**config.mk**
```make
export PLATFORM = sky130hd
export DESIGN_NAME = gate_implication_unit_flat
export DESIGN_NICKNAME = d
export VERILOG_FILES = /design/src/hw/rtl/giu_pkg.sv /design/src/hw/rtl/giu_if.sv /design/src/hw/rtl/giu_solver.sv /design/src/hw/rtl/gate_implication_unit.sv /design/src/flat_wrapper.sv
export VERILOG_INCLUDE_DIRS = /design/src /design/src/hw/rtl
export SDC_FILE = /design/constraint.sdc
export NUM_CORES = 1
export LEC_CHECK = 0
export CAP_MARGIN = 0
export CORE_UTILIZATION = 45
export CTS_CLUSTER_DIAMETER = 120
export DETAILED_ROUTE_END_ITERATION = 16
export DONT_BUFFER_PORTS = 1
export PLACE_DENSITY_LB_ADDON = 0.2
export SLEW_MARGIN = 20
export SYNTH_ARGS = -nofsm -noshare
export SYNTH_HDL_FRONTEND = slang
export SYNTH_HIERARCHICAL = 1
export SYNTH_SLANG_ARGS = --single-unit
```
**constraint.sdc**
```tcl
create_clock -name clk -period 4 [get_ports clk]
set_input_delay 0.2 -clock clk [delete_from_list [all_inputs] [get_ports clk]]
set_output_delay 0.2 -clock clk [all_outputs]
set_load 0.01 [all_outputs]
```
**src/hw/rtl/gate_implication_unit_assert.svh**
```systemverilog
// Assertion macros for the gate implication unit.
// Each macro expects clk and rst_n to be visible where it is used.
`ifndef GATE_IMPLICATION_UNIT_ASSERT_SVH
`define GATE_IMPLICATION_UNIT_ASSERT_SVH

// The consequent must hold in the cycle after the antecedent.
`define GIU_ASSERT_NEXT(label, cond, prop, msg) \
  label: assert property (@(posedge clk) disable iff (!rst_n) (cond) |=> (prop)) \
    else $error(msg);

// The consequent must hold in the same cycle as the antecedent.
`define GIU_ASSERT_SAME(label, cond, prop, msg) \
  label: assert property (@(posedge clk) disable iff (!rst_n) (cond) |-> (prop)) \
    else $error(msg);

`endif

```
**src/hw/rtl/giu_pkg.sv**
```systemverilog
package giu_pkg;

  localparam int GateKindW = 3;
  localparam int NumIn     = 3;
  localparam int MaskW     = NumIn + 1;
  localparam int OutBit    = NumIn;

  typedef enum logic [GateKindW-1:0] {
    GK_AND2 = 3'd0,
    GK_OR2  = 3'd1,
    GK_XOR2 = 3'd2,
    GK_XOR3 = 3'd3,
    GK_MAJ3 = 3'd4
  } gate_kind_t;

  typedef struct packed {
    logic [GateKindW-1:0] gate_kind;
    logic [NumIn-1:0]     in_known;
    logic [NumIn-1:0]     in_value;
    logic [NumIn-1:0]     in_inverted;
    logic                 gate_out_known;
    logic                 out_value;
  } gate_item_t;

  typedef struct packed {
    logic             conflict;
    logic [MaskW-1:0] imply_mask;
    logic [MaskW-1:0] imply_value;
  } imply_res_t;

endpackage

```
**src/hw/rtl/giu_if.sv**
```systemverilog
interface giu_in_if import giu_pkg::*; ();
  logic                 valid;
  logic                 ready;
  logic [GateKindW-1:0] gate_kind;
  logic [NumIn-1:0]     in_known;
  logic [NumIn-1:0]     in_value;
  logic [NumIn-1:0]     in_inverted;
  logic                 gate_out_known;
  logic                 out_value;

  modport source (
    output valid, gate_kind, in_known, in_value, in_inverted, gate_out_known, out_value,
    input  ready
  );
  modport sink (
    input  valid, gate_kind, in_known, in_value, in_inverted, gate_out_known, out_value,
    output ready
  );
endinterface

interface giu_out_if import giu_pkg::*; ();
  logic             valid;
  logic             ready;
  logic             conflict;
  logic [MaskW-1:0] imply_mask;
  logic [MaskW-1:0] imply_value;

  modport source (
    output valid, conflict, imply_mask, imply_value,
    input  ready
  );
  modport sink (
    input  valid, conflict, imply_mask, imply_value,
    output ready
  );
endinterface

```
**src/hw/rtl/giu_solver.sv**
```systemverilog
module giu_solver import giu_pkg::*; (
  input  gate_item_t item,
  output imply_res_t res
);

  gate_kind_t       kind;
  logic [NumIn-1:0] k;
  logic [NumIn-1:0] inv;
  logic [NumIn-1:0] lv;
  logic             ko;
  logic             ov;
  logic             f;
  logic             a;
  logic             b;
  logic             o;
  logic             par;
  logic             maj;
  logic [2:0]       cnt_all;
  logic [1:0]       cnt_in;
  logic [1:0]       ones;
  logic             conflict;
  logic [MaskW-1:0] mask;
  logic [MaskW-1:0] lit;

  always_comb begin
    kind = gate_kind_t'(item.gate_kind);
    k    = item.in_known;
    inv  = item.in_inverted;
    ko   = item.gate_out_known;
    ov   = item.out_value & ko;
    // Work on literal values; unknown inputs read as zero.
    lv   = (item.in_value ^ inv) & k;

    f       = (kind == GK_OR2);
    a       = lv[0] ^ f;
    b       = lv[1] ^ f;
    o       = ov ^ f;
    par     = ^{ov, lv};
    cnt_all = {2'b00, k[0]} + {2'b00, k[1]} + {2'b00, k[2]} + {2'b00, ko};
    cnt_in  = {1'b0, k[0]} + {1'b0, k[1]} + {1'b0, k[2]};
    ones    = {1'b0, lv[0]} + {1'b0, lv[1]} + {1'b0, lv[2]};
    maj     = (ones >= 2'd2);

    conflict = 1'b0;
    mask     = '0;
    lit      = '0;

    case (kind)
      GK_AND2, GK_OR2: begin
        // OR is handled as AND with every literal complemented.
        if (k[0] && k[1] && ko) begin
          conflict = (o != (a & b));
        end else if (k[0] && k[1]) begin
          mask[OutBit] = 1'b1;
          lit[OutBit]  = (a & b) ^ f;
        end else if ((k[0] && !a) || (k[1] && !b)) begin
          if (ko) begin
            conflict = o;
          end else begin
            mask[OutBit] = 1'b1;
            lit[OutBit]  = f;
          end
        end else if (ko) begin
          if (o) begin
            mask[0] = !k[0];
            lit[0]  = !f;
            mask[1] = !k[1];
            lit[1]  = !f;
          end else if (k[0]) begin
            mask[1] = 1'b1;
            lit[1]  = f;
          end else if (k[1]) begin
            mask[0] = 1'b1;
            lit[0]  = f;
          end
        end
      end
      GK_XOR2: begin
        if (k[0] && k[1] && ko) begin
          conflict = (ov != (lv[0] ^ lv[1]));
        end else if (k[0] && k[1]) begin
          mask[OutBit] = 1'b1;
          lit[OutBit]  = lv[0] ^ lv[1];
        end else if (k[0] && ko) begin
          mask[1] = 1'b1;
          lit[1]  = lv[0] ^ ov;
        end else if (k[1] && ko) begin
          mask[0] = 1'b1;
          lit[0]  = lv[1] ^ ov;
        end
      end
      GK_XOR3: begin
        if (cnt_all == 3'd4) begin
          conflict = par;
        end else if (cnt_all == 3'd3) begin
          if (!ko) begin
            mask[OutBit] = 1'b1;
            lit[OutBit]  = par;
          end else begin
            mask[NumIn-1:0] = ~k;
            lit[NumIn-1:0]  = {NumIn{par}};
          end
        end
      end
      GK_MAJ3: begin
        if (cnt_in == 2'd3) begin
          if (ko) begin
            conflict = (ov != maj);
          end else begin
            mask[OutBit] = 1'b1;
            lit[OutBit]  = maj;
          end
        end else if (cnt_in == 2'd2) begin
          if (ones != 2'd1) begin
            // Both known inputs agree, so they decide the output.
            if (ko) begin
              conflict = (ov != maj);
            end else begin
              mask[OutBit] = 1'b1;
              lit[OutBit]  = maj;
            end
          end else if (ko) begin
            mask[NumIn-1:0] = ~k;
            lit[NumIn-1:0]  = {NumIn{ov}};
          end
        end else if ((cnt_in == 2'd1) && ko && (ones[0] != ov)) begin
          mask[NumIn-1:0] = ~k;
          lit[NumIn-1:0]  = {NumIn{ov}};
        end
      end
      default: begin
      end
    endcase

    if (conflict) begin
      mask = '0;
    end

    res.conflict    = conflict;
    res.imply_mask  = mask;
    // Input implications go back from literal to variable values.
    res.imply_value = {lit[OutBit], lit[NumIn-1:0] ^ inv} & mask;
  end

endmodule

```
**src/hw/rtl/gate_implication_unit.sv**
```systemverilog
// Gate implication unit: checks one gate (AND2, OR2, XOR2, XOR3 or majority of
// three) against the current partial assignment and reports a conflict or the
// newly forced variables. One gate is accepted in every cycle while the output
// is not held back by out_ch.ready; its result goes from an input register
// through a single combinational pass into a result register. Both registers
// carry a valid bit, so a stalled result holds only its own stage and an empty
// input stage still takes a new gate.
`include "gate_implication_unit_assert.svh"

module gate_implication_unit import giu_pkg::*; (
  input  logic       clk,
  input  logic       rst_n,
  giu_in_if.sink     in_ch,
  giu_out_if.source  out_ch
);

  logic       s1_valid_r;
  logic       s1_valid_nxt;
  gate_item_t s1_item_r;
  logic       out_valid_r;
  logic       out_valid_nxt;
  imply_res_t out_res_r;
  imply_res_t solve_res;
  logic       s2_ready;
  logic       in_xfer;
  logic       s1_adv;

  assign s2_ready = !out_valid_r || out_ch.ready;
  assign in_ch.ready = !s1_valid_r || s2_ready;
  assign in_xfer = in_ch.valid && in_ch.ready;
  assign s1_adv = s1_valid_r && s2_ready;

  always_comb begin
    s1_valid_nxt = s1_valid_r;
    if (in_ch.ready) begin
      s1_valid_nxt = in_ch.valid;
    end
    out_valid_nxt = out_valid_r;
    if (s2_ready) begin
      out_valid_nxt = s1_valid_r;
    end
  end

  always_ff @(posedge clk) begin
    if (!rst_n) begin
      s1_valid_r  <= 1'b0;
      out_valid_r <= 1'b0;
    end else begin
      s1_valid_r  <= s1_valid_nxt;
      out_valid_r <= out_valid_nxt;
    end
  end

  always_ff @(posedge clk) begin
    if (in_xfer) begin
      s1_item_r.gate_kind      <= in_ch.gate_kind;
      s1_item_r.in_known       <= in_ch.in_known;
      s1_item_r.in_value       <= in_ch.in_value;
      s1_item_r.in_inverted    <= in_ch.in_inverted;
      s1_item_r.gate_out_known <= in_ch.gate_out_known;
      s1_item_r.out_value      <= in_ch.out_value;
    end
    if (s1_adv) begin
      out_res_r <= solve_res;
    end
  end

  giu_solver u_solver (
    .item (s1_item_r),
    .res  (solve_res)
  );

  assign out_ch.valid       = out_valid_r;
  assign out_ch.conflict    = out_res_r.conflict;
  assign out_ch.imply_mask  = out_res_r.imply_mask;
  assign out_ch.imply_value = out_res_r.imply_value;

  `GIU_ASSERT_NEXT(a_in_lands, in_xfer, s1_valid_r, "accepted gate did not reach the input stage")
  `GIU_ASSERT_NEXT(a_s1_moves, s1_adv, out_valid_r, "input stage advanced without a result")
  `GIU_ASSERT_SAME(a_value_in_mask, out_valid_r, (out_res_r.imply_value & ~out_res_r.imply_mask) == '0, "implied value outside mask")
  `GIU_ASSERT_SAME(a_conflict_clean, out_valid_r && out_res_r.conflict, out_res_r.imply_mask == '0, "conflict with implications")

endmodule

```
**src/flat_wrapper.sv**
```systemverilog
// flat-port wrapper written by rule: the top's interface ports become plain ports
module gate_implication_unit_flat import giu_pkg::*;
  (clk, rst_n, in_ch_valid, in_ch_gate_kind, in_ch_in_known, in_ch_in_value, in_ch_in_inverted, in_ch_gate_out_known, in_ch_out_value, in_ch_ready, out_ch_valid, out_ch_conflict, out_ch_imply_mask, out_ch_imply_value, out_ch_ready);
  giu_in_if in_ch_i ();
  giu_out_if out_ch_i ();
  input  logic clk;
  input  logic rst_n;
  input wire logic [$bits(in_ch_i.valid)-1:0] in_ch_valid;
  input wire logic [$bits(in_ch_i.gate_kind)-1:0] in_ch_gate_kind;
  input wire logic [$bits(in_ch_i.in_known)-1:0] in_ch_in_known;
  input wire logic [$bits(in_ch_i.in_value)-1:0] in_ch_in_value;
  input wire logic [$bits(in_ch_i.in_inverted)-1:0] in_ch_in_inverted;
  input wire logic [$bits(in_ch_i.gate_out_known)-1:0] in_ch_gate_out_known;
  input wire logic [$bits(in_ch_i.out_value)-1:0] in_ch_out_value;
  output wire logic [$bits(in_ch_i.ready)-1:0] in_ch_ready;
  output wire logic [$bits(out_ch_i.valid)-1:0] out_ch_valid;
  output wire logic [$bits(out_ch_i.conflict)-1:0] out_ch_conflict;
  output wire logic [$bits(out_ch_i.imply_mask)-1:0] out_ch_imply_mask;
  output wire logic [$bits(out_ch_i.imply_value)-1:0] out_ch_imply_value;
  input wire logic [$bits(out_ch_i.ready)-1:0] out_ch_ready;
  assign in_ch_i.valid = in_ch_valid;
  assign in_ch_i.gate_kind = in_ch_gate_kind;
  assign in_ch_i.in_known = in_ch_in_known;
  assign in_ch_i.in_value = in_ch_in_value;
  assign in_ch_i.in_inverted = in_ch_in_inverted;
  assign in_ch_i.gate_out_known = in_ch_gate_out_known;
  assign in_ch_i.out_value = in_ch_out_value;
  assign in_ch_ready = in_ch_i.ready;
  assign out_ch_valid = out_ch_i.valid;
  assign out_ch_conflict = out_ch_i.conflict;
  assign out_ch_imply_mask = out_ch_i.imply_mask;
  assign out_ch_imply_value = out_ch_i.imply_value;
  assign out_ch_i.ready = out_ch_ready;
  gate_implication_unit u_core (.clk(clk), .rst_n(rst_n), .in_ch(in_ch_i), .out_ch(out_ch_i));
endmodule
```
==> impl_metrics.py, run 1 <==
metrics = {
    "floorplan": {
        "die_area_mm2": 0.00428,
        "ioPinCount": 29,
        "initial_core_util": 0.480,
        "die_h_um": 65.4,
        "die_w_um": 65.4,
        "core-area_mm2": 0.00377,
        "fp-row-count": 22,
    },
    "pwr": {
        "power.internal_w": 0.000428,
        "power_leakage_nw": 0.663,
        "pwr-share-clk": 0.252,
        "p_comb_frac": 0.217,
        "power.share.sequential": 0.531,
        "swShare": 0.303,
        "ir_drop_uv": 180,
        "power.switching_w": 0.000186,
        "powerDensity_mw_per_mm2": 322,
    },
    "drt": {
        "dr.pass1.iters": 4,
        "wire_per_inst_um": 18.2,
        "vias": 1391,
        "detail-route-antenna-nets": 0,
        "post-route-drc-count": 0,
        "wirelength_mm": 4.03,
        "drt_iter0_markers": 191,
        "avgViaCountPerCell": 6.27,
    },
    "setup_path": {
        "cp.required_ps": 4030,
        "timing.critical_path.to": "u_core/out_ch.imply_value[0]",
        "crit_start": "u_core/s1_item_r[8]",
        "crit_family": "simple AND/OR/NAND/NOR gates",
        "r2r_end": "u_core/out_ch.imply_value[0]",
        "cp-start-kind": "flop",
        "cpPeakStageDelay_ps": 650,
        "crit_buf_inv": 1,
        "cp-end-kind": "flop",
        "rr_startpoint": "u_core/s1_item_r[8]",
        "worst-path-stages": 8,
        "cp_cell_sequence": "clkinv_1 -> fa_1 -> or2b_1 -> o31ai_1 -> or4b_4 -> nand3b_4 -> o21ai_0 -> nor3b_2",
        "arrival_ps": 3340,
        "reg2reg_slack_ps": 690,
        "rr_worst_depth": 8,
        "path_class": "reg2reg",
        "critPathMaxFanout": 15,
        "critPathSlowestCell": "edfxtp_1",
    },
    "logic_synthesis": {
        "yosys.area_share.simple": 0.242,
        "ys_seq_elements": 25,
        "synth_area_per_cell_um2": 10.4,
        "synth_top_flop_cell": "edfxtp_1",
        "ys_types": 56,
        "synth_top_family_by_area": "simple AND/OR/NAND/NOR gates",
        "synthXorXnorAreaFrac": 0.0851,
        "async_reset_ff_frac": 0,
        "synth_compound_area_frac": 0.166,
        "yosysSeqAreaShare": 0.404,
        "synth_nets": 199,
        "synthMuxAreaShare": 0,
        "postSynthCellCount": 174,
        "syn_area_mm2": 0.00181,
        "synth-edff-count": 23,
        "synthAdderAreaFrac": 0.0664,
        "yosysWarnings": 6,
    },
    "timing": {
        "fmax_ghz": 0.302,
        "relSlewSlack": 0.393,
        "clock_skew_ps": 3.46,
        "fin_crit_sh": 0.827,
        "rsz0062_at_grt": "no",
        "worst_pin_slew_ps": 909,
        "finalHoldViolCount": 0,
        "fin_crit_ps": 3310,
        "setup_ws_ps": 693,
        "fin_tns_setup_ps": 0,
        "slew_violations": 0,
        "finalSetupViolCount": 0,
    },
    "global_route": {
        "grt_busiest_layer": "met2",
        "grt.met1_usage": 0.287,
        "use_met2": 0.326,
        "grt_overflow": 0,
        "track_usage": 0.208,
        "antenna_found_initial": 0,
        "grt_pass1_wl_mm": 6.64,
        "gr-usage-met3": 0.0347,
        "grt_pass1_vias": 1303,
        "grt_max_degree": 16,
    },
    "final_layout": {
        "nets": 200,
        "final_cells": 222,
        "syn_to_final_growth_pct": 5.26,
        "antenna_cells": 0,
        "drive_gt1_frac": 0.115,
    },
    "outcome": {
        "status": "complete, no violations",
    },
    "clocking": {
        "cts.repair.resized": 0,
        "clk-insertion-delay-late_ps": 270,
        "hold_buffers": 0,
        "cts_setup_buffers": 0,
        "clockRootBuffer": "clkbuf_8",
        "cts_tree": "yes",
        "numCtsBuffers": 3,
        "path_clk_slew_ps": 90,
        "clk_path_buf_depth": 2,
        "htreeDepth": 1,
        "cts_sinks": 25,
    },
    "hold_path": {
        "hold_class": "in2reg",
    },
    "placed_design": {
        "dp_hpwl_mm": 3.04,
        "place_inst": 218,
        "dp_slack_ps": 733,
        "gp_congestion": 0.908,
        "io_buffers": 0,
    },
    "flow_run": {
        "maxCapViolCount": 0,
    },
}
-- worst min-delay path by stage --
stage / from / end / depth (start not counted)
3_5_place_dp: in_ch_in_inverted[2] / u_core/s1_item_r[4] / 0
6_report: in_ch_in_known[0] / u_core/s1_item_r[8] / 0
5_1_grt: in_ch_in_known[2] / u_core/s1_item_r[10] / 0
3_3_place_gp: in_ch_in_known[0] / u_core/s1_item_r[8] / 0
2_1_floorplan: in_ch_out_value / u_core/s1_item_r[0] / 0
4_1_cts: in_ch_in_known[2] / u_core/s1_item_r[10] / 0
-- cell usage after synthesis, types with 2 or more instances --
| master | count | share of area |
|---|---|---|
| a21oi_1 | 6 | 0.017 |
| a221oi_1 | 2 | 0.0097 |
| a31oi_1 | 2 | 0.0069 |
| a32o_1 | 2 | 0.011 |
| a41oi_1 | 2 | 0.0097 |
| and3b_1 | 2 | 0.0097 |
| buf_2 | 2 | 0.0055 |
| clkbuf_1 | 3 | 0.0062 |
| clkinv_1 | 2 | 0.0042 |
| dfxtp_1 | 2 | 0.022 |
| edfxtp_1 | 23 | 0.38 |
| fa_1 | 3 | 0.033 |
| ha_1 | 4 | 0.028 |
| inv_1 | 8 | 0.017 |
| nand2_1 | 13 | 0.027 |
| nand3_1 | 9 | 0.025 |
| nand3b_1 | 3 | 0.012 |
| nand3b_4 | 2 | 0.022 |
| nor2_1 | 12 | 0.025 |
| nor3_1 | 8 | 0.022 |
| nor3b_1 | 2 | 0.0083 |
| o211ai_1 | 4 | 0.017 |
| o21a_1 | 2 | 0.0083 |
| o21ai_0 | 7 | 0.019 |
| o22ai_1 | 2 | 0.0069 |
| o311ai_0 | 2 | 0.0097 |
| o31ai_1 | 3 | 0.012 |
| xnor2_1 | 10 | 0.048 |
| xor2_1 | 5 | 0.024 |
-- stage by stage --
| stage | util | area (um2) | hold WS [ps] | power, W |
|---|---|---|---|---|
| 2_1_floorplan | - | 1810 | 299 | 0.000433 |
| 3_3_place_gp | 0.492 | 1860 | 299 | 0.000459 |
| 3_5_place_dp | 0.492 | 1860 | 299 | 0.000462 |
| 4_1_cts | 0.505 | 1900 | 13.3 | 0.000615 |
| 5_1_grt | 0.505 | 1900 | 7.71 | 0.000641 |
| 6_report | 0.505 | 1900 | 17.8 | 0.000614 |
-- kinds of logic (layout without fill, tap and decap cells) --
kind of cell	after synthesis	after routing
AO/OA/AOI/OAI	40	40
XOR/XNOR	16	16
adder cells (fa/ha/maj)	8	8
buffers and inverters	16	16
flip-flops	25	25
AND/OR/NAND/NOR	69	69
-- final cells by class --
type	count	area, um2
inverters	10	37.5
flip-flops and latches	25	731
well taps	48	60.1
repair buffers	2	15.0
clock buffers	3	41.3
multi-input cells	133	1010
clock inverters	1	7.51
fillers	332	1870
-- worst register-to-register path, delay by kind of cell (launching register included) --
| family | cells | cell delay, ps |
|---|---|---|
| AOI/OAI and AO/OA | 2 | 310 |
| adders and majority gates | 1 | 630 |
| buffers and inverters | 1 | 420 |
| DFF | 1 | 650 |
| and+or+nand+nor | 4 | 1060 |
-- power groups by stage --
stage	logic (W)	registers, W	clock network (W)
finish	0.000133	0.000326	0.000155
global route	0.000147	0.000329	0.000166
CTS	0.000130	0.000326	0.000159
detailed placement	0.000130	0.000332	0
global placement	0.000128	0.000332	0
floorplan	0.000110	0.000322	0
-- state kept, by name, indices dropped and copies added (netlist names) --
| register | flops |
|---|---|
| u_core/s1_item_r | 14 |
| u_core/out_ch.imply_mask | 4 |
| u_core/out_ch.imply_value | 4 |
| u_core/out_ch.conflict | 1 |
| u_core/out_ch.valid | 1 |
| u_core/s1_valid_r | 1 |
-- layer usage --
metal | share of wire | wire length [um]
met2 | 0.46 | 1860
met1 | 0.44 | 1780
met3 | 0.071 | 285
met5 | 0 | 0
met4 | 0.026 | 103
-- layout by cell type, fill, tap and decap left out, drive strengths merged, types with 2 or more instances in the layout --
| cell | Yosys | layout |
|---|---|---|
| a21oi | 6 | 6 |
| nand2 | 13 | 13 |
| a41oi | 2 | 2 |
| a32o | 2 | 2 |
| o22ai | 2 | 2 |
| nor3b | 3 | 3 |
| a31oi | 2 | 2 |
| o211ai | 4 | 4 |
| clkinv | 2 | 2 |
| or3b | 2 | 2 |
| or4b | 2 | 2 |
| nor3 | 9 | 9 |
| buf | 3 | 2 |
| fa | 3 | 3 |
| ha | 4 | 4 |
| o21a | 2 | 2 |
| xor2 | 5 | 5 |
| nor2b | 2 | 2 |
| nand3b | 5 | 5 |
| a221oi | 2 | 2 |
| o311ai | 2 | 2 |
| o21ai | 7 | 7 |
| xnor2 | 10 | 10 |
| edfxtp | 23 | 23 |
| inv | 8 | 8 |
| dfxtp | 2 | 2 |
| nand3 | 10 | 10 |
| clkbuf | 3 | 3 |
| o31ai | 3 | 3 |
| nor2 | 12 | 12 |
| and3b | 3 | 3 |
(Power assumes the default switching activity.)
==> inputs of run 2 (changes only) <==
--- a/config.mk
+++ b/config.mk
@@ -6,6 +6,7 @@
 export SDC_FILE = /design/constraint.sdc
 export NUM_CORES = 1
 export LEC_CHECK = 0
+export ABC_AREA = 1
 export CAP_MARGIN = 0
 export CORE_UTILIZATION = 45
 export CTS_CLUSTER_DIAMETER = 120
==> constraint.sdc (replaced) <==
create_clock -name clk -period 3.25 [get_ports clk]
set_input_delay 0.1625 -clock clk [delete_from_list [all_inputs] [get_ports clk]]
set_output_delay 0.1625 -clock clk [all_outputs]
set_load 0.01 [all_outputs]
==> impl_metrics.py, run 2 <==
metrics = {
    "outcome": {
        "status": "complete, no violations",
    },
    "drt": {
        "wirelength_mm": 3.60,
        "avgViaCountPerCell": 5.18,
        "vias": 1471,
        "detail-route-antenna-nets": 0,
        "drt_iter0_markers": 86,
        "dr.pass1.iters": 4,
        "post-route-drc-count": 0,
        "wire_per_inst_um": 12.7,
    },
    "placed_design": {
        "dp_hpwl_mm": 2.84,
        "placed_area_mm2": 0.00177,
        "io_buffers": 0,
        "gp_congestion": 0.888,
    },
    "global_route": {
        "use_met2": 0.313,
        "gr-usage-met3": 0.0286,
        "track_usage": 0.195,
        "grt_busiest_layer": "met2",
        "grt_max_degree": 15,
        "antenna_found_initial": 0,
        "grt_pass1_vias": 1311,
        "grt_pass1_wl_mm": 6.04,
        "grt.met1_usage": 0.267,
        "grt_overflow": 0,
    },
    "logic_synthesis": {
        "synth_nets": 246,
        "synth_top_area_frac": 0.399,
        "syn_area_mm2": 0.00173,
        "ys_seq_elements": 25,
        "synth-edff-count": 23,
        "async_reset_ff_frac": 0,
        "postSynthCellCount": 221,
        "yosys-top-cells-count": "nand2_1, inv_1, edfxtp_1, nand3_1, nor2_1",
        "ys_types": 34,
        "synth_area_leader_cell": "edfxtp_1",
        "synth_most_common_cell": "nand2_1",
        "yosysWarnings": 6,
        "synth_top_flop_cell": "edfxtp_1",
        "synth_area_per_cell_um2": 7.83,
        "synthTopCellsByArea": "edfxtp_1, nand2_1, inv_1",
        "yosysSeqAreaShare": 0.422,
    },
    "final_layout": {
        "mostFrequentLayoutCell": "nand2_1",
        "drive_gt1_frac": 0.0847,
        "regMostFlops": "u_core/s1_item_r",
        "postLayoutCoreUtil": 0.533,
        "fin_area_mm2": 0.00195,
        "final_cell_mix": "nand2_1, inv_1, edfxtp_1",
        "syn_to_final_growth_pct": 12.9,
        "nets": 262,
        "largest_register_ffs": 14,
        "antenna_cells": 0,
    },
    "pwr": {
        "power_leakage_nw": 0.889,
        "power.internal_w": 0.000511,
        "power.switching_w": 0.000201,
        "powerDensity_mw_per_mm2": 365,
        "p_comb_frac": 0.201,
        "swShare": 0.283,
        "power.share.sequential": 0.548,
        "ir_drop_uv": 216,
        "pwr-share-clk": 0.251,
    },
    "hold_path": {
        "hold_class": "in2reg",
    },
    "setup_path": {
        "cp_cell_sequence": "fa_1 -> ha_1 -> ha_1 -> nand3_1 -> nor2_2 -> nand2_1 -> clkinv_1 -> nand3_1 -> nand2_1 -> inv_1 -> nand2_1 -> nand2_1 -> nand2_1 -> nor2_1",
        "cp.required_ps": 3260,
        "crit_family": "adder cells",
        "critPathMaxFanout": 11,
        "critPathSlowestCell": "edfxtp_1",
        "arrival_ps": 2730,
        "cp-end-kind": "flop",
        "cp-start-kind": "flop",
        "crit_buf_inv": 2,
        "worst_path_most_repeated_cell": "nand2_1",
        "path_class": "reg2reg",
        "cpPeakStageDelay_ps": 580,
    },
    "clocking": {
        "numCtsBuffers": 3,
        "cts.repair.resized": 0,
        "cts_tree": "yes",
        "path_clk_slew_ps": 80,
        "cts_setup_buffers": 0,
        "clk_path_buf_depth": 2,
        "clockRootBuffer": "clkbuf_8",
        "htreeDepth": 1,
        "cts_sinks": 25,
        "clk-insertion-delay-late_ps": 270,
    },
    "flow_run": {
        "maxCapViolCount": 0,
    },
    "floorplan": {
        "core-area_mm2": 0.00366,
        "die_area_mm2": 0.00410,
        "fp-row-count": 22,
        "ioPinCount": 29,
        "die_h_um": 64.0,
        "die_w_um": 64.0,
        "initial_core_util": 0.473,
    },
    "timing": {
        "finalSetupViolCount": 0,
        "finalHoldViolCount": 0,
        "worst_pin_slew_ps": 770,
        "slew_violations": 0,
        "whs_ps": 29.3,
        "rsz0062_at_grt": "no",
        "fin_tns_setup_ps": 0,
        "relSlewSlack": 0.487,
        "fin_crit_ps": 2720,
        "fin_crit_sh": 0.836,
        "fmax_ghz": 0.368,
        "clock_skew_ps": 2.09,
    },
}
## run 2: cell count changes after synthesis, moves of 4 or more
cell and change:
inv_1 +23, nor2_2 +4, nand3_1 +12, xnor2_1 -10, nor2_1 +8, nand2_1 +48
## run 2: layout make-up
cell class / instances / area, um2
multi-input cells: 158 / 841
clock buffers: 4 / 45.0
well taps: 48 / 60.1
fillers: 343 / 1710
inverters: 35 / 136
flip-flops and latches: 25 / 731
repair buffers: 14 / 140
## run 2: kinds of logic after synthesis
group,share of synthesized area
compound gates,0.0745
xor+xnor,0.0101
fa+ha+maj,0.0636
buf+inv,0.0918
flops,0.422
simple gates,0.338
## run 2: power by group through the flow
| stage | logic, W | clock network [W] | registers [W] |
|---|---|---|---|
| global route | 0.000164 | 0.000197 | 0.000393 |
| global placement | 0.000127 | 0 | 0.000397 |
| detailed placement | 0.000129 | 0 | 0.000398 |
| finish | 0.000143 | 0.000179 | 0.000390 |
| floorplan | 0.000108 | 0 | 0.000390 |
| CTS | 0.000142 | 0.000190 | 0.000390 |
## run 2: metal layers
| metal | share of wire | up-vias |
|---|---|---|
| met5 | 0 | - |
| met4 | 0.015 | 0 |
| met3 | 0.053 | 5 |
| met2 | 0.46 | 52 |
| met1 | 0.47 | 664 |
| li1 | - | 750 |
## run 2: repair_timing
item | 4_1_cts | 5_1_grt
hold endpoints to repair | 14 | 0
endpoints found under the setup margin | 0 | 0
hold buffers | 14 | 0
## run 2: worst paths after layout
path / from / end / slack, ps / cells past startpoint
setup reg to reg: u_core/s1_item_r[1] / u_core/out_ch.imply_value[0] / 530 / 14
setup / recovery: u_core/s1_item_r[1] / u_core/out_ch.imply_value[0] / 530 / 14
hold / removal: in_ch_valid / u_core/s1_valid_r / 30 / 2
hold reg to reg: u_core/s1_valid_r / u_core/out_ch.valid / 490 / 2
## run 2: through the flow
step,setup WS [ps],cells,power (W)
after floorplan,759,221,0.000499
after global placement,611,266,0.000524
after detailed placement,526,266,0.000526
after CTS,528,284,0.000723
after global routing,311,284,0.000755
final,532,284,0.000712
==> inputs of run 3 (changes only) <==
==> constraint.sdc (replaced) <==
create_clock -name clk -period 2.4 [get_ports clk]
set_input_delay 0.12 -clock clk [delete_from_list [all_inputs] [get_ports clk]]
set_output_delay 0.12 -clock clk [all_outputs]
set_load 0.01 [all_outputs]
==> impl_metrics.py, run 3 (synthesis gave the netlist of run 2 again) <==
metrics = {
    "clocking": {
        "path_clk_slew_ps": 90,
        "clk_path_buf_depth": 2,
        "clk-insertion-delay-late_ps": 270,
        "htreeDepth": 1,
        "clockRootBuffer": "clkbuf_8",
        "cts_tree": "yes",
        "numCtsBuffers": 3,
        "cts_sinks": 25,
    },
    "setup_path": {
        "reg2reg_slack_ps": -30,
        "cp-end-kind": "flop",
        "critPathSlowestCell": "fa_1",
        "arrival_ps": 2460,
        "rr_worst_depth": 14,
        "r2r_end": "u_core/out_ch.imply_value[0]",
        "path_class": "reg2reg",
        "cp.required_ps": 2430,
        "rr_startpoint": "u_core/s1_item_r[8]",
        "cpPeakStageDelay_ps": 550,
        "critPathMaxFanout": 3,
        "worst_path_most_repeated_cell": "nand2_1",
        "cp_cell_sequence": "fa_1 -> ha_4 -> ha_4 -> nand3_4 -> nor2_4 -> nand2_2 -> clkinv_2 -> nand3_4 -> nand2_2 -> inv_2 -> nand2_1 -> nand2_1 -> nand2_1 -> nor2_1",
        "cp-start-kind": "flop",
    },
    "drt": {
        "dr.pass1.iters": 4,
        "vias": 1583,
        "avgViaCountPerCell": 5.19,
        "wirelength_mm": 4.05,
        "post-route-drc-count": 0,
        "detail-route-antenna-nets": 0,
        "wire_per_inst_um": 13.3,
        "drt_iter0_markers": 115,
    },
    "hold_path": {
        "hold_class": "in2reg",
        "whs_path_depth": 3,
        "whs_endpoint": "u_core/out_ch.valid",
        "min_from": "out_ch_ready",
    },
    "outcome": {
        "violations": "negative setup slack",
        "status": "finished, violations left",
    },
    "timing": {
        "fin_crit_ps": 2430,
        "rsz0062_at_grt": "yes",
        "worst_pin_slew_ps": 539,
        "finalSetupViolCount": 1,
        "whs_ps": 41.3,
        "setup_ws_ps": -27.4,
        "clock_skew_ps": 1.51,
        "fin_crit_sh": 1.01,
        "slew_violations": 0,
        "relSlewSlack": 0.640,
        "fin_tns_setup_ps": -27.4,
        "fmax_ghz": 0.412,
        "finalHoldViolCount": 0,
    },
    "pwr": {
        "ir_drop_uv": 276,
        "power.internal_w": 0.000740,
        "p_comb_frac": 0.266,
        "power_leakage_nw": 1.01,
        "pwr-share-clk": 0.244,
        "power.switching_w": 0.000322,
        "swShare": 0.303,
        "power.share.sequential": 0.490,
        "powerDensity_mw_per_mm2": 476,
    },
    "floorplan": {
        "ioPinCount": 29,
        "die_h_um": 64.0,
        "die_w_um": 64.0,
        "initial_core_util": 0.473,
        "die_area_mm2": 0.00410,
        "core-area_mm2": 0.00366,
        "fp-row-count": 22,
    },
    "final_layout": {
        "largest_register_ffs": 14,
        "fin_area_mm2": 0.00223,
        "syn_to_final_growth_pct": 28.9,
        "final_cell_mix": "nand2_1, inv_1, edfxtp_1",
        "mostFrequentLayoutCell": "nand2_1",
        "antenna_cells": 0,
        "nets": 283,
        "regMostFlops": "u_core/s1_item_r",
        "drive_gt1_frac": 0.245,
        "postLayoutCoreUtil": 0.609,
    },
    "global_route": {
        "track_usage": 0.216,
        "grt_pass1_wl_mm": 6.76,
        "grt_pass1_vias": 1511,
        "antenna_found_initial": 0,
        "grt_max_degree": 15,
        "grt_overflow": 0,
    },
    "flow_run": {
        "maxCapViolCount": 0,
    },
    "placed_design": {
        "placed_area_mm2": 0.00193,
        "io_buffers": 0,
        "gp_congestion": 0.896,
        "dp_slack_ps": -75.4,
        "dp_hpwl_mm": 3.03,
    },
}
run 3: cell count changes in the layout (fill, tap and decap cells not counted), sizes merged:
cell	delta
clkbuf	-1
buf	+19
dlygate4sd3	+2
clkinv	+1
run 3: worst max-delay path by stage:
| stage | from | end | slack, ps | depth (start not counted) |
|---|---|---|---|---|
| finish | u_core/s1_item_r[8] | u_core/out_ch.imply_value[0] | -30 | 14 |
| global route | u_core/s1_item_r[8] | u_core/out_ch.imply_value[0] | -120 | 14 |
| CTS | u_core/s1_item_r[10] | u_core/out_ch.imply_value[0] | 2 | 14 |
| detailed placement | u_core/s1_item_r[8] | u_core/out_ch.imply_value[0] | -80 | 14 |
| global placement | u_core/s1_item_r[8] | u_core/out_ch.imply_value[0] | -20 | 14 |
| floorplan | u_core/s1_item_r[1] | u_core/out_ch.imply_value[0] | -1 | 14 |
run 3: area by class of cell:
cell class,count,area (um2)
clock buffers,3,41.3
fillers,327,1430
well taps,48,60.1
clock inverters,1,5.00
flip-flops and latches,25,731
repair buffers,35,307
inverters,35,138
multi-input cells,158,948
run 3: power by group through the flow:
stage               Combinational, W  Clock (W)  Sequential (W)
finish                      0.000282   0.000259        0.000520
global route                0.000310   0.000277        0.000523
global placement            0.000225          0        0.000530
floorplan                   0.000157          0        0.000529
CTS                         0.000263   0.000267        0.000520
detailed placement          0.000228          0        0.000531
run 3: what timing repair did:
action                                  4_1_cts  5_1_grt
hold buffers                                 16        0
resized for setup                             3       18
pin swaps                                     4        5
endpoints found under the hold margin        16        0
endpoints found under the setup margin        4        7
gates cloned                                  0        0
buffers inserted                              2        0
run 3: critical path: cells and delay by family, from the launching register on:
family                     cells  cell delay, ps
DFF                            1             450
adders and majority gates      3            1020
and+or+nand+nor                9             610
buffers and inverters          2             100
run 3: routing by layer:
layer / vias to the layer above / routed length [um] / track usage
met4: 0 / 52 / 0.0852
met2: 67 / 1960 / 0.348
met1: 712 / 1760 / 0.277
met5: - / 0 / 0
met3: 7 / 272 / 0.0536
li1: 797 / - / -
run 3: per-stage QoR:
stage          total power (W)  std cells
3_3_place_gp          0.000756        283
6_report               0.00106        305
2_1_floorplan         0.000686        221
3_5_place_dp          0.000759        283
4_1_cts                0.00105        305
5_1_grt                0.00111        305
